`src/rtl/core/ctse_pkg.sv`:
```
package ctse_pkg;

  // Reset values of the configuration registers
  localparam logic [15:0] LONG_PRESS_RESET   = 16'd350;
  localparam logic [15:0] BLINK_PERIOD_RESET = 16'd1000;

  // Configuration register indexes
  localparam logic CFG_LONG_PRESS   = 1'b0;
  localparam logic CFG_BLINK_PERIOD = 1'b1;

  // Request kinds
  localparam logic REQ_LOAD = 1'b0;
  localparam logic REQ_POLL = 1'b1;

  // Key codes; the unused code behaves as no key
  localparam logic [1:0] KEY_NONE = 2'd0;
  localparam logic [1:0] KEY_A    = 2'd1;
  localparam logic [1:0] KEY_B    = 2'd2;

  // Field selection codes
  localparam logic [1:0] SEL_SECONDS = 2'd1;
  localparam logic [1:0] SEL_MINUTES = 2'd2;
  localparam logic [1:0] SEL_HOURS   = 2'd3;

  // Session outcome codes
  localparam logic [1:0] OUT_EDITING   = 2'd0;
  localparam logic [1:0] OUT_SAVED     = 2'd1;
  localparam logic [1:0] OUT_CANCELLED = 2'd2;

  // Wrap limits and counter ceiling
  localparam logic [5:0]  SEC_MIN_LAST = 6'd59;
  localparam logic [4:0]  HOUR_LAST    = 5'd12;
  localparam logic [15:0] PRESS_MAX    = 16'hFFFF;

  // One input word, request kind included
  typedef struct packed {
    logic [5:0] load_seconds;
    logic [5:0] load_minutes;
    logic [4:0] load_hours;
    logic [1:0] key_code;
    logic       req_type;
  } ctse_item_t;

  // One result word, first field in the highest bits
  typedef struct packed {
    logic [7:0] bcd_seconds;
    logic [7:0] bcd_minutes;
    logic [5:0] bcd_hours;
    logic [1:0] outcome;
    logic [1:0] selected_field;
    logic [2:0] blank_mask;
    logic [5:0] shown_seconds;
    logic [5:0] shown_minutes;
    logic [4:0] shown_hours;
  } ctse_result_t;

  // Split a value below 64 into packed BCD: tens in [7:4], units in [3:0]
  function automatic logic [7:0] to_bcd(input logic [5:0] v);
    logic [2:0] tens;
    logic [5:0] rest;
    tens = (v >= 6'd60) ? 3'd6 :
           (v >= 6'd50) ? 3'd5 :
           (v >= 6'd40) ? 3'd4 :
           (v >= 6'd30) ? 3'd3 :
           (v >= 6'd20) ? 3'd2 :
           (v >= 6'd10) ? 3'd1 : 3'd0;
    rest = v - 6'({3'd0, tens} * 6'd10);
    return {1'b0, tens, rest[3:0]};
  endfunction

endpackage

```
`src/rtl/core/clock_time_setting_keypad_fsm_top.sv`:
```
// Pipeline: a word accepted into the input register has its result captured in the
// result register when that stage advances; a full result register holds it there.
// Throughput: one word per cycle; the input register and the result register each
// take a new word whenever the stage after them moves.
// Reset: synchronous, active low; clears the session state, restores the register
// defaults (long press 350 ticks, blink period 1000) and empties both stages.
module clock_time_setting_keypad_fsm_top
  import ctse_pkg::*;
(
  input  logic        clk,
  input  logic        rst_n,
  // Input word
  input  logic        in_tvalid,
  output logic        in_tready,
  input  logic [23:0] in_tdata,   // key_code, load_hours, load_minutes, load_seconds
  input  logic        in_tuser,   // req_type
  // Result word
  output logic        out_tvalid,
  input  logic        out_tready,
  output logic [47:0] out_tdata,  // shown_hours, shown_minutes, shown_seconds,
                                  // blank_mask, selected_field, outcome,
                                  // bcd_hours, bcd_minutes, bcd_seconds
  // Configuration writes
  input  logic        cfg_wr_en,
  input  logic        cfg_index,
  input  logic [15:0] cfg_wdata
);

  logic [15:0]  long_press_r;
  logic [15:0]  blink_period_r;
  logic         in_valid_r;
  ctse_item_t   in_item_r;
  logic         out_valid_r;
  ctse_result_t out_res_r;
  ctse_result_t step_res;
  logic         advance;
  logic         step_en;

  // Configuration registers
  always_ff @(posedge clk) begin
    if (!rst_n) begin
      long_press_r   <= LONG_PRESS_RESET;
      blink_period_r <= BLINK_PERIOD_RESET;
    end else if (cfg_wr_en) begin
      case (cfg_index)
        CFG_LONG_PRESS:   long_press_r   <= cfg_wdata;
        CFG_BLINK_PERIOD: blink_period_r <= cfg_wdata;
        default: ;
      endcase
    end
  end

  // Handshake: each stage moves when the stage after it is free or draining
  assign advance   = !out_valid_r || out_tready;
  assign in_tready = !in_valid_r || advance;
  assign step_en   = in_valid_r && advance;

  // Input register
  always_ff @(posedge clk) begin
    if (!rst_n) begin
      in_valid_r <= 1'b0;
    end else if (in_tvalid && in_tready) begin
      in_valid_r <= 1'b1;
    end else if (advance) begin
      in_valid_r <= 1'b0;
    end
  end

  always_ff @(posedge clk) begin
    if (in_tvalid && in_tready) begin
      in_item_r.req_type     <= in_tuser;
      in_item_r.key_code     <= in_tdata[1:0];
      in_item_r.load_hours   <= in_tdata[6:2];
      in_item_r.load_minutes <= in_tdata[12:7];
      in_item_r.load_seconds <= in_tdata[18:13];
    end
  end

  // Session logic
  ctse_editor u_editor (
    .clk              (clk),
    .rst_n            (rst_n),
    .step_en          (step_en),
    .item             (in_item_r),
    .long_press_ticks (long_press_r),
    .blink_period     (blink_period_r),
    .result           (step_res)
  );

  // Result register
  always_ff @(posedge clk) begin
    if (!rst_n) begin
      out_valid_r <= 1'b0;
    end else if (advance) begin
      out_valid_r <= in_valid_r;
    end
  end

  always_ff @(posedge clk) begin
    if (step_en) begin
      out_res_r <= step_res;
    end
  end

  assign out_tvalid = out_valid_r;
  assign out_tdata  = {2'b00, out_res_r};

`ifndef ASSERT_OFF
  // The BCD time appears only with a save
  a_bcd_only_on_save: assert property (@(posedge clk) disable iff (!rst_n)
    (out_valid_r && (out_res_r.outcome != OUT_SAVED)) |->
      ((out_res_r.bcd_hours == 6'd0) && (out_res_r.bcd_minutes == 8'd0) &&
       (out_res_r.bcd_seconds == 8'd0)))
    else $error("BCD time present without a save");

  // The selection always names one of the three fields
  a_select_valid: assert property (@(posedge clk) disable iff (!rst_n)
    out_valid_r |-> (out_res_r.selected_field != 2'd0))
    else $error("selection outside the three fields");

  // A held input word moves on only when the result register takes it
  a_input_held: assert property (@(posedge clk) disable iff (!rst_n)
    (in_valid_r && !advance) |=> (in_valid_r && $stable(in_item_r)))
    else $error("input word lost while the result register was full");

  // A word in the input register reaches the result register when it advances
  a_step_lands: assert property (@(posedge clk) disable iff (!rst_n)
    step_en |=> out_valid_r)
    else $error("processed word did not reach the result register");

  // Both stages are empty right after reset
  a_reset_empty: assert property (@(posedge clk)
    !rst_n |=> (!out_valid_r && !in_valid_r))
    else $error("stages not empty after reset");
`endif

endmodule

```
`src/rtl/core/ctse_editor.sv`:
```
module ctse_editor
  import ctse_pkg::*;
(
  input  logic          clk,
  input  logic          rst_n,
  input  logic          step_en,
  input  ctse_item_t    item,
  input  logic [15:0]   long_press_ticks,
  input  logic [15:0]   blink_period,
  output ctse_result_t  result
);

  logic [4:0]  edit_hours_r,      edit_hours_nxt;
  logic [5:0]  edit_minutes_r,    edit_minutes_nxt;
  logic [5:0]  edit_seconds_r,    edit_seconds_nxt;
  logic [1:0]  field_select_r,    field_select_nxt;
  logic [15:0] press_count_r,     press_count_nxt;
  logic [1:0]  press_kind_r,      press_kind_nxt;
  logic [15:0] blink_count_r,     blink_count_nxt;
  logic [4:0]  latched_hours_r,   latched_hours_nxt;
  logic [5:0]  latched_minutes_r, latched_minutes_nxt;
  logic [5:0]  latched_seconds_r, latched_seconds_nxt;
  logic [2:0]  blanked_r,         blanked_nxt;
  logic [1:0]  outcome;

  logic [15:0] press_inc;
  logic        key_held;
  logic        long_hit;
  logic        short_ok;
  logic [15:0] half_period;
  logic [15:0] blink_dec;
  logic [7:0]  bcd_h;
  logic [7:0]  bcd_m;
  logic [7:0]  bcd_s;

  // Press counter step and the long and short press tests
  assign press_inc   = (press_count_r != PRESS_MAX) ? press_count_r + 16'd1 : press_count_r;
  assign key_held    = (item.key_code == KEY_A) || (item.key_code == KEY_B);
  assign long_hit    = press_inc > long_press_ticks;
  assign short_ok    = (press_count_r != 16'd0) && (press_count_r < long_press_ticks);
  assign half_period = {1'b0, blink_period[15:1]};
  assign blink_dec   = blink_count_r - 16'd1;

  // Next state for one word
  always_comb begin
    edit_hours_nxt      = edit_hours_r;
    edit_minutes_nxt    = edit_minutes_r;
    edit_seconds_nxt    = edit_seconds_r;
    field_select_nxt    = field_select_r;
    press_count_nxt     = press_count_r;
    press_kind_nxt      = press_kind_r;
    blink_count_nxt     = blink_count_r;
    latched_hours_nxt   = latched_hours_r;
    latched_minutes_nxt = latched_minutes_r;
    latched_seconds_nxt = latched_seconds_r;
    blanked_nxt         = blanked_r;
    outcome             = OUT_EDITING;

    if (item.req_type == REQ_LOAD) begin
      // A load opens a fresh session with the given time on display
      edit_hours_nxt      = item.load_hours;
      edit_minutes_nxt    = item.load_minutes;
      edit_seconds_nxt    = item.load_seconds;
      field_select_nxt    = SEL_SECONDS;
      press_count_nxt     = 16'd0;
      press_kind_nxt      = KEY_NONE;
      blink_count_nxt     = blink_period;
      latched_hours_nxt   = item.load_hours;
      latched_minutes_nxt = item.load_minutes;
      latched_seconds_nxt = item.load_seconds;
      blanked_nxt         = 3'd0;
    end else begin
      if (key_held) begin
        // A hold past the limit saves or cancels the session
        if (long_hit) begin
          outcome         = item.key_code;
          press_count_nxt = 16'd0;
          press_kind_nxt  = KEY_NONE;
        end else begin
          press_count_nxt = press_inc;
          press_kind_nxt  = item.key_code;
        end
      end else begin
        // Release of a short press edits the field or moves the selection
        if (short_ok) begin
          if (press_kind_r == KEY_A) begin
            case (field_select_r)
              SEL_SECONDS: edit_seconds_nxt =
                (edit_seconds_r < SEC_MIN_LAST) ? edit_seconds_r + 6'd1 : 6'd0;
              SEL_MINUTES: edit_minutes_nxt =
                (edit_minutes_r < SEC_MIN_LAST) ? edit_minutes_r + 6'd1 : 6'd0;
              SEL_HOURS:   edit_hours_nxt =
                (edit_hours_r < HOUR_LAST) ? edit_hours_r + 5'd1 : 5'd0;
              default: ;
            endcase
          end else if (press_kind_r == KEY_B) begin
            field_select_nxt = (field_select_r < SEL_HOURS) ? field_select_r + 2'd1
                                                            : SEL_SECONDS;
          end
        end
        press_count_nxt = 16'd0;
        press_kind_nxt  = KEY_NONE;
      end

      // Blink: the upper half of the period shows the digits, the lower half blanks
      if (outcome == OUT_EDITING) begin
        blink_count_nxt = blink_dec;
        if (blink_dec == 16'd0) begin
          blink_count_nxt = blink_period;
        end else if (blink_dec > half_period) begin
          latched_hours_nxt   = edit_hours_nxt;
          latched_minutes_nxt = edit_minutes_nxt;
          latched_seconds_nxt = edit_seconds_nxt;
          blanked_nxt         = 3'd0;
        end else if (blink_dec < half_period) begin
          case (field_select_nxt)
            SEL_SECONDS: blanked_nxt = blanked_r | 3'b001;
            SEL_MINUTES: blanked_nxt = blanked_r | 3'b010;
            SEL_HOURS:   blanked_nxt = blanked_r | 3'b100;
            default: ;
          endcase
        end
      end
    end
  end

  // Result word, with the BCD time only on a save
  assign bcd_h = to_bcd({1'b0, edit_hours_nxt});
  assign bcd_m = to_bcd(edit_minutes_nxt);
  assign bcd_s = to_bcd(edit_seconds_nxt);

  always_comb begin
    result.shown_hours    = latched_hours_nxt;
    result.shown_minutes  = latched_minutes_nxt;
    result.shown_seconds  = latched_seconds_nxt;
    result.blank_mask     = blanked_nxt;
    result.selected_field = field_select_nxt;
    result.outcome        = outcome;
    result.bcd_hours      = 6'd0;
    result.bcd_minutes    = 8'd0;
    result.bcd_seconds    = 8'd0;
    if (outcome == OUT_SAVED) begin
      result.bcd_hours   = bcd_h[5:0];
      result.bcd_minutes = bcd_m;
      result.bcd_seconds = bcd_s;
    end
  end

  // Session state
  always_ff @(posedge clk) begin
    if (!rst_n) begin
      edit_hours_r      <= 5'd0;
      edit_minutes_r    <= 6'd0;
      edit_seconds_r    <= 6'd0;
      field_select_r    <= SEL_SECONDS;
      press_count_r     <= 16'd0;
      press_kind_r      <= KEY_NONE;
      blink_count_r     <= BLINK_PERIOD_RESET;
      latched_hours_r   <= 5'd0;
      latched_minutes_r <= 6'd0;
      latched_seconds_r <= 6'd0;
      blanked_r         <= 3'd0;
    end else if (step_en) begin
      edit_hours_r      <= edit_hours_nxt;
      edit_minutes_r    <= edit_minutes_nxt;
      edit_seconds_r    <= edit_seconds_nxt;
      field_select_r    <= field_select_nxt;
      press_count_r     <= press_count_nxt;
      press_kind_r      <= press_kind_nxt;
      blink_count_r     <= blink_count_nxt;
      latched_hours_r   <= latched_hours_nxt;
      latched_minutes_r <= latched_minutes_nxt;
      latched_seconds_r <= latched_seconds_nxt;
      blanked_r         <= blanked_nxt;
    end
  end

endmodule
```
`config.mk`:
```
export PLATFORM = sky130hd
export DESIGN_NAME = clock_time_setting_keypad_fsm_top
export DESIGN_NICKNAME = d
export VERILOG_FILES = /design/src/rtl/core/ctse_pkg.sv /design/src/rtl/core/clock_time_setting_keypad_fsm_top.sv /design/src/rtl/core/ctse_editor.sv
export SDC_FILE = /design/constraint.sdc
export NUM_CORES = 1
export LEC_CHECK = 0
export CORE_MARGIN = 5
export CORE_UTILIZATION = 25
export CTS_CLUSTER_SIZE = 12
export DETAILED_ROUTE_END_ITERATION = 10
export DONT_BUFFER_PORTS = 1
export GPL_ROUTABILITY_DRIVEN = 0
export HOLD_SLACK_MARGIN = 0.05
export PLACE_DENSITY_LB_ADDON = 0.08
export SLEW_MARGIN = 20
export SYNTH_ARGS = -nofsm -noshare
export SYNTH_HDL_FRONTEND = slang
export SYNTH_HIERARCHICAL = 1
export SYNTH_SLANG_ARGS = --single-unit
```
`constraint.sdc`:
```
create_clock -name clk -period 5.4 [get_ports clk]
set_input_delay 0.81 -clock clk [delete_from_list [all_inputs] [get_ports clk]]
set_output_delay 0.81 -clock clk [all_outputs]
set_load 0.01 [all_outputs]
```
==> run_results.csv <==
group,metric,value,unit
sta,drv_slew,0,
routing,dr_wl_met3,961,um
power_and_ir_drop,p_leak,0.00439,uW
clocking,root_buffer,"clkbuf_16",
routing,post-route-drc-count,0,
flow_run,drv_cap,0,
yosys,synthCells,1111,
die,boundaryPins,97,
clocking,clock_sinks,173,
layout,layout-drive-gt1-share,10.1,%
grt,antenna_found_initial,2,
sta,timing.fmax,200,MHz
grt,grt-ovfl-total,0,
clocking,cts_tree,"built",
placement,place_inst,1605,
critical_path,timing.critical_path.slowest_stage_cell,"or4_4",
die,dieArea,44300,um^2
routing,wire_per_inst,19.0,um
yosys,synth_area,10000,um^2
grt,grtUsageTotal,14.1,%
critical_path,cp_max_fo,8,
critical_path,cp-end-kind,"register",
critical_path,crit_path_max_incr_delay,650,ps
yosys,syn_avg_cell_area,9.04,um^2
clocking,postCtsHoldBufs,0,
yosys,synth_seq_area_share,41.1,%
sta,hold_viol_final,0,
die,die_y,210,um
grt,grt_pass1_wl,48.5,mm
yosys,synth_edf_count,66,
yosys,yosys_most_used_dff,"dfxtp_1",
die,start_util,25.3,%
routing,wl_met1,16.1,mm
critical_path,crit_arrival,5380,ps
routing,ant_nets,0,
routing,wl,31.2,mm
critical_path,cp.required,5780,ps
layout,layout.nets,1209,
routing,drt_first_pass_iters,4,
routing,drt_iter0_drc,507,
placement,io_buffers,0,
clocking,clk_pin_slew,70,ps
layout,area_delta_synth_final,12.5,%
sta,setup_tns,0,ps
sta,finalSetupViolCount,0,
sta,tightestPinTransition,1000,ps
layout,layout_common_cells,"119 x nor2_1, 108 x nand2_1, 107 x dfxtp_1",
outcome,status,"completed",
yosys,yosys_warnings,6,
grt,grt_max_degree,70,
power_and_ir_drop,p_per_area,285,nW/um^2
sta,min_period,5000,ps
layout,n_antenna_cell,0,
sta,min_period_over_period,92.5,%
sta,fin_skew,9.22,ps
routing,route.vias.total,7857,
worst_hold_path,hp-class,"input port to register",
critical_path,path_cells,"and3_1 > and3_1 > and3_1 > a31oi_1 > nand3_1 > xnor2_1 > ha_1 > a21o_1 > a21o_1 > a21o_1 > a21oi_1 > o221ai_1 > and3_2 > or4_4 > a21oi_4 > buf_4 > o21ai_1 > a21oi_1",
yosys,synth_cell_types,95,
yosys,async_reset_ff_share,0,%
layout,final_cell_count_no_fill,1638,
placement,detailedPlacementHpwl,22.2,mm
critical_path,worstSetupPathType,"register to register",
clocking,clkLatencyLatePin,450,ps
routing,highest_layer,"met4",
clocking,cts_made_buffers,17,
clocking,htreeDepth,4,
die,coreArea,39700,um^2
sta,relSlewSlack,33.4,%
yosys,ys_ff_latch,173,
layout,final_common_cell,"nor2_1",
die,rows,73,
sta,rsz0062_at_grt,"no",
clocking,clockBufferDepth,2,
routing,via_per_inst,4.80,
grt,grt_pass1_vias,7830,
critical_path,start_kind,"register",
routing,met2_length,13.8,mm
die,die_w,210,um
power_and_ir_drop,ir_drop,0.212,mV
-- Yosys cell counts (all sizes together), types with 10 or more instances --
master / count / area [um^2]
a21o: 10 / 75.1
o21a: 11 / 90.1
xor2: 13 / 114
mux2i: 37 / 370
buf: 23 / 160
nand3: 37 / 185
nand4: 12 / 75.1
nor4: 11 / 83.8
clkbuf: 42 / 158
and2: 13 / 83.8
nor3: 29 / 155
nor2b: 15 / 93.8
and3: 13 / 81.3
xnor2: 14 / 130
a21oi: 76 / 388
nor2: 124 / 473
a211oi: 20 / 155
inv: 66 / 248
dfxtp: 107 / 2140
nand2: 108 / 405
o211ai: 19 / 143
ha: 59 / 738
o21ai: 48 / 251
edfxtp: 66 / 1980
a31oi: 21 / 191
-- per-stage QoR --
stage | hold WS (ps) | utilization (%) | cell area (um^2) | total power (uW) | worst slack (ps)
3_5_place_dp | 450 | 26.9 | 10700 | 1980 | 229
4_1_cts | 405 | 28.4 | 11300 | 3290 | 187
6_report | 437 | 28.4 | 11300 | 3220 | 404
3_3_place_gp | 444 | 26.9 | 10700 | 1980 | 230
2_1_floorplan | 428 | - | 10100 | 1840 | 757
5_1_grt | 420 | 28.4 | 11300 | 3390 | 13.3
-- cells by family (layout without fill, tap and decap cells) --
group / after synthesis / count (layout) / synth area share (%)
AOI/OAI and AO/OA: 264 / 264 / 18.4
muxes: 41 / 41 / 4.14
DFF: 173 / 173 / 41.1
and+or+nand+nor: 404 / 404 / 19.7
other: 2 / 4 / 0.0748
adders and majority gates: 67 / 67 / 8.45
buffers and inverters: 133 / 133 / 5.71
xor gates and xnor gates: 27 / 27 / 2.43
-- timing repair --
action	in CTS	in global routing
buffers inserted	0	1
resized for setup	0	5
setup endpoints to repair	0	35
-- per-layer routing --
layer | global-route usage [%] | up-vias
met5 | 0 | -
met4 | 3.02 | 0
met3 | 2.56 | 22
met2 | 21.9 | 113
met1 | 20.7 | 3755
li1 | - | 3967
-- critical path, delay by kind of cell, from the launching register on --
kind / cells / cell delay (ps)
and+or+nand+nor: 6 / 1860
xor gates and xnor gates: 1 / 260
buffers and inverters: 1 / 210
adders and majority gates: 1 / 290
AOI/OAI and AO/OA: 9 / 1920
DFF: 1 / 390
-- worst paths after layout --
kind	startpoint	endpoint	slack (ps)	depth (start not counted)
setup reg to reg	u_editor/press_count_r[4]$_SDFFE_PN0P_	u_editor/latched_seconds_r[3]$_SDFFE_PN0P_	400	18
hold reg to reg	blink_period_r[2]$_SDFFE_PN0P_	blink_period_r[2]$_SDFFE_PN0P_	460	2
setup / recovery	u_editor/press_count_r[4]$_SDFFE_PN0P_	u_editor/latched_seconds_r[3]$_SDFFE_PN0P_	400	18
hold / removal	rst_n	u_editor/blink_count_r[8]$_SDFFE_PN1P_	440	1
-- flip-flops by register name, indices dropped and copies added (netlist names), 5 cells and up --
signal	cells
blink_period_r	16
u_editor/press_count_r	16
u_editor/latched_minutes_r	6
out_tdata	46
u_editor/blink_count_r	16
u_editor/latched_hours_r	5
in_item_r	20
u_editor/edit_minutes_r	6
u_editor/edit_hours_r	5
long_press_r	16
u_editor/edit_seconds_r	6
u_editor/latched_seconds_r	6
-- final cells by class --
| type | count | area, um^2 |
|---|---|---|
| Multi-Input combinational cell | 807 | 5390 |
| Sequential cell | 173 | 4120 |
| Tap cell | 525 | 657 |
| Fill cell | 4226 | 28400 |
| Inverter | 68 | 255 |
| Clock inverter | 12 | 138 |
| Clock buffer | 20 | 447 |
| Timing Repair Buffer | 33 | 285 |
-- power by group --
part	leakage (uW)	internal (uW)	total (uW)	switching, uW
sequential	0.00153	1420	1480	54.3
clock	0.000281	699	1280	578
combinational	0.00258	176	470	294
total	0.00439	2300	3220	926
Power figures use the tool's default switching activity.
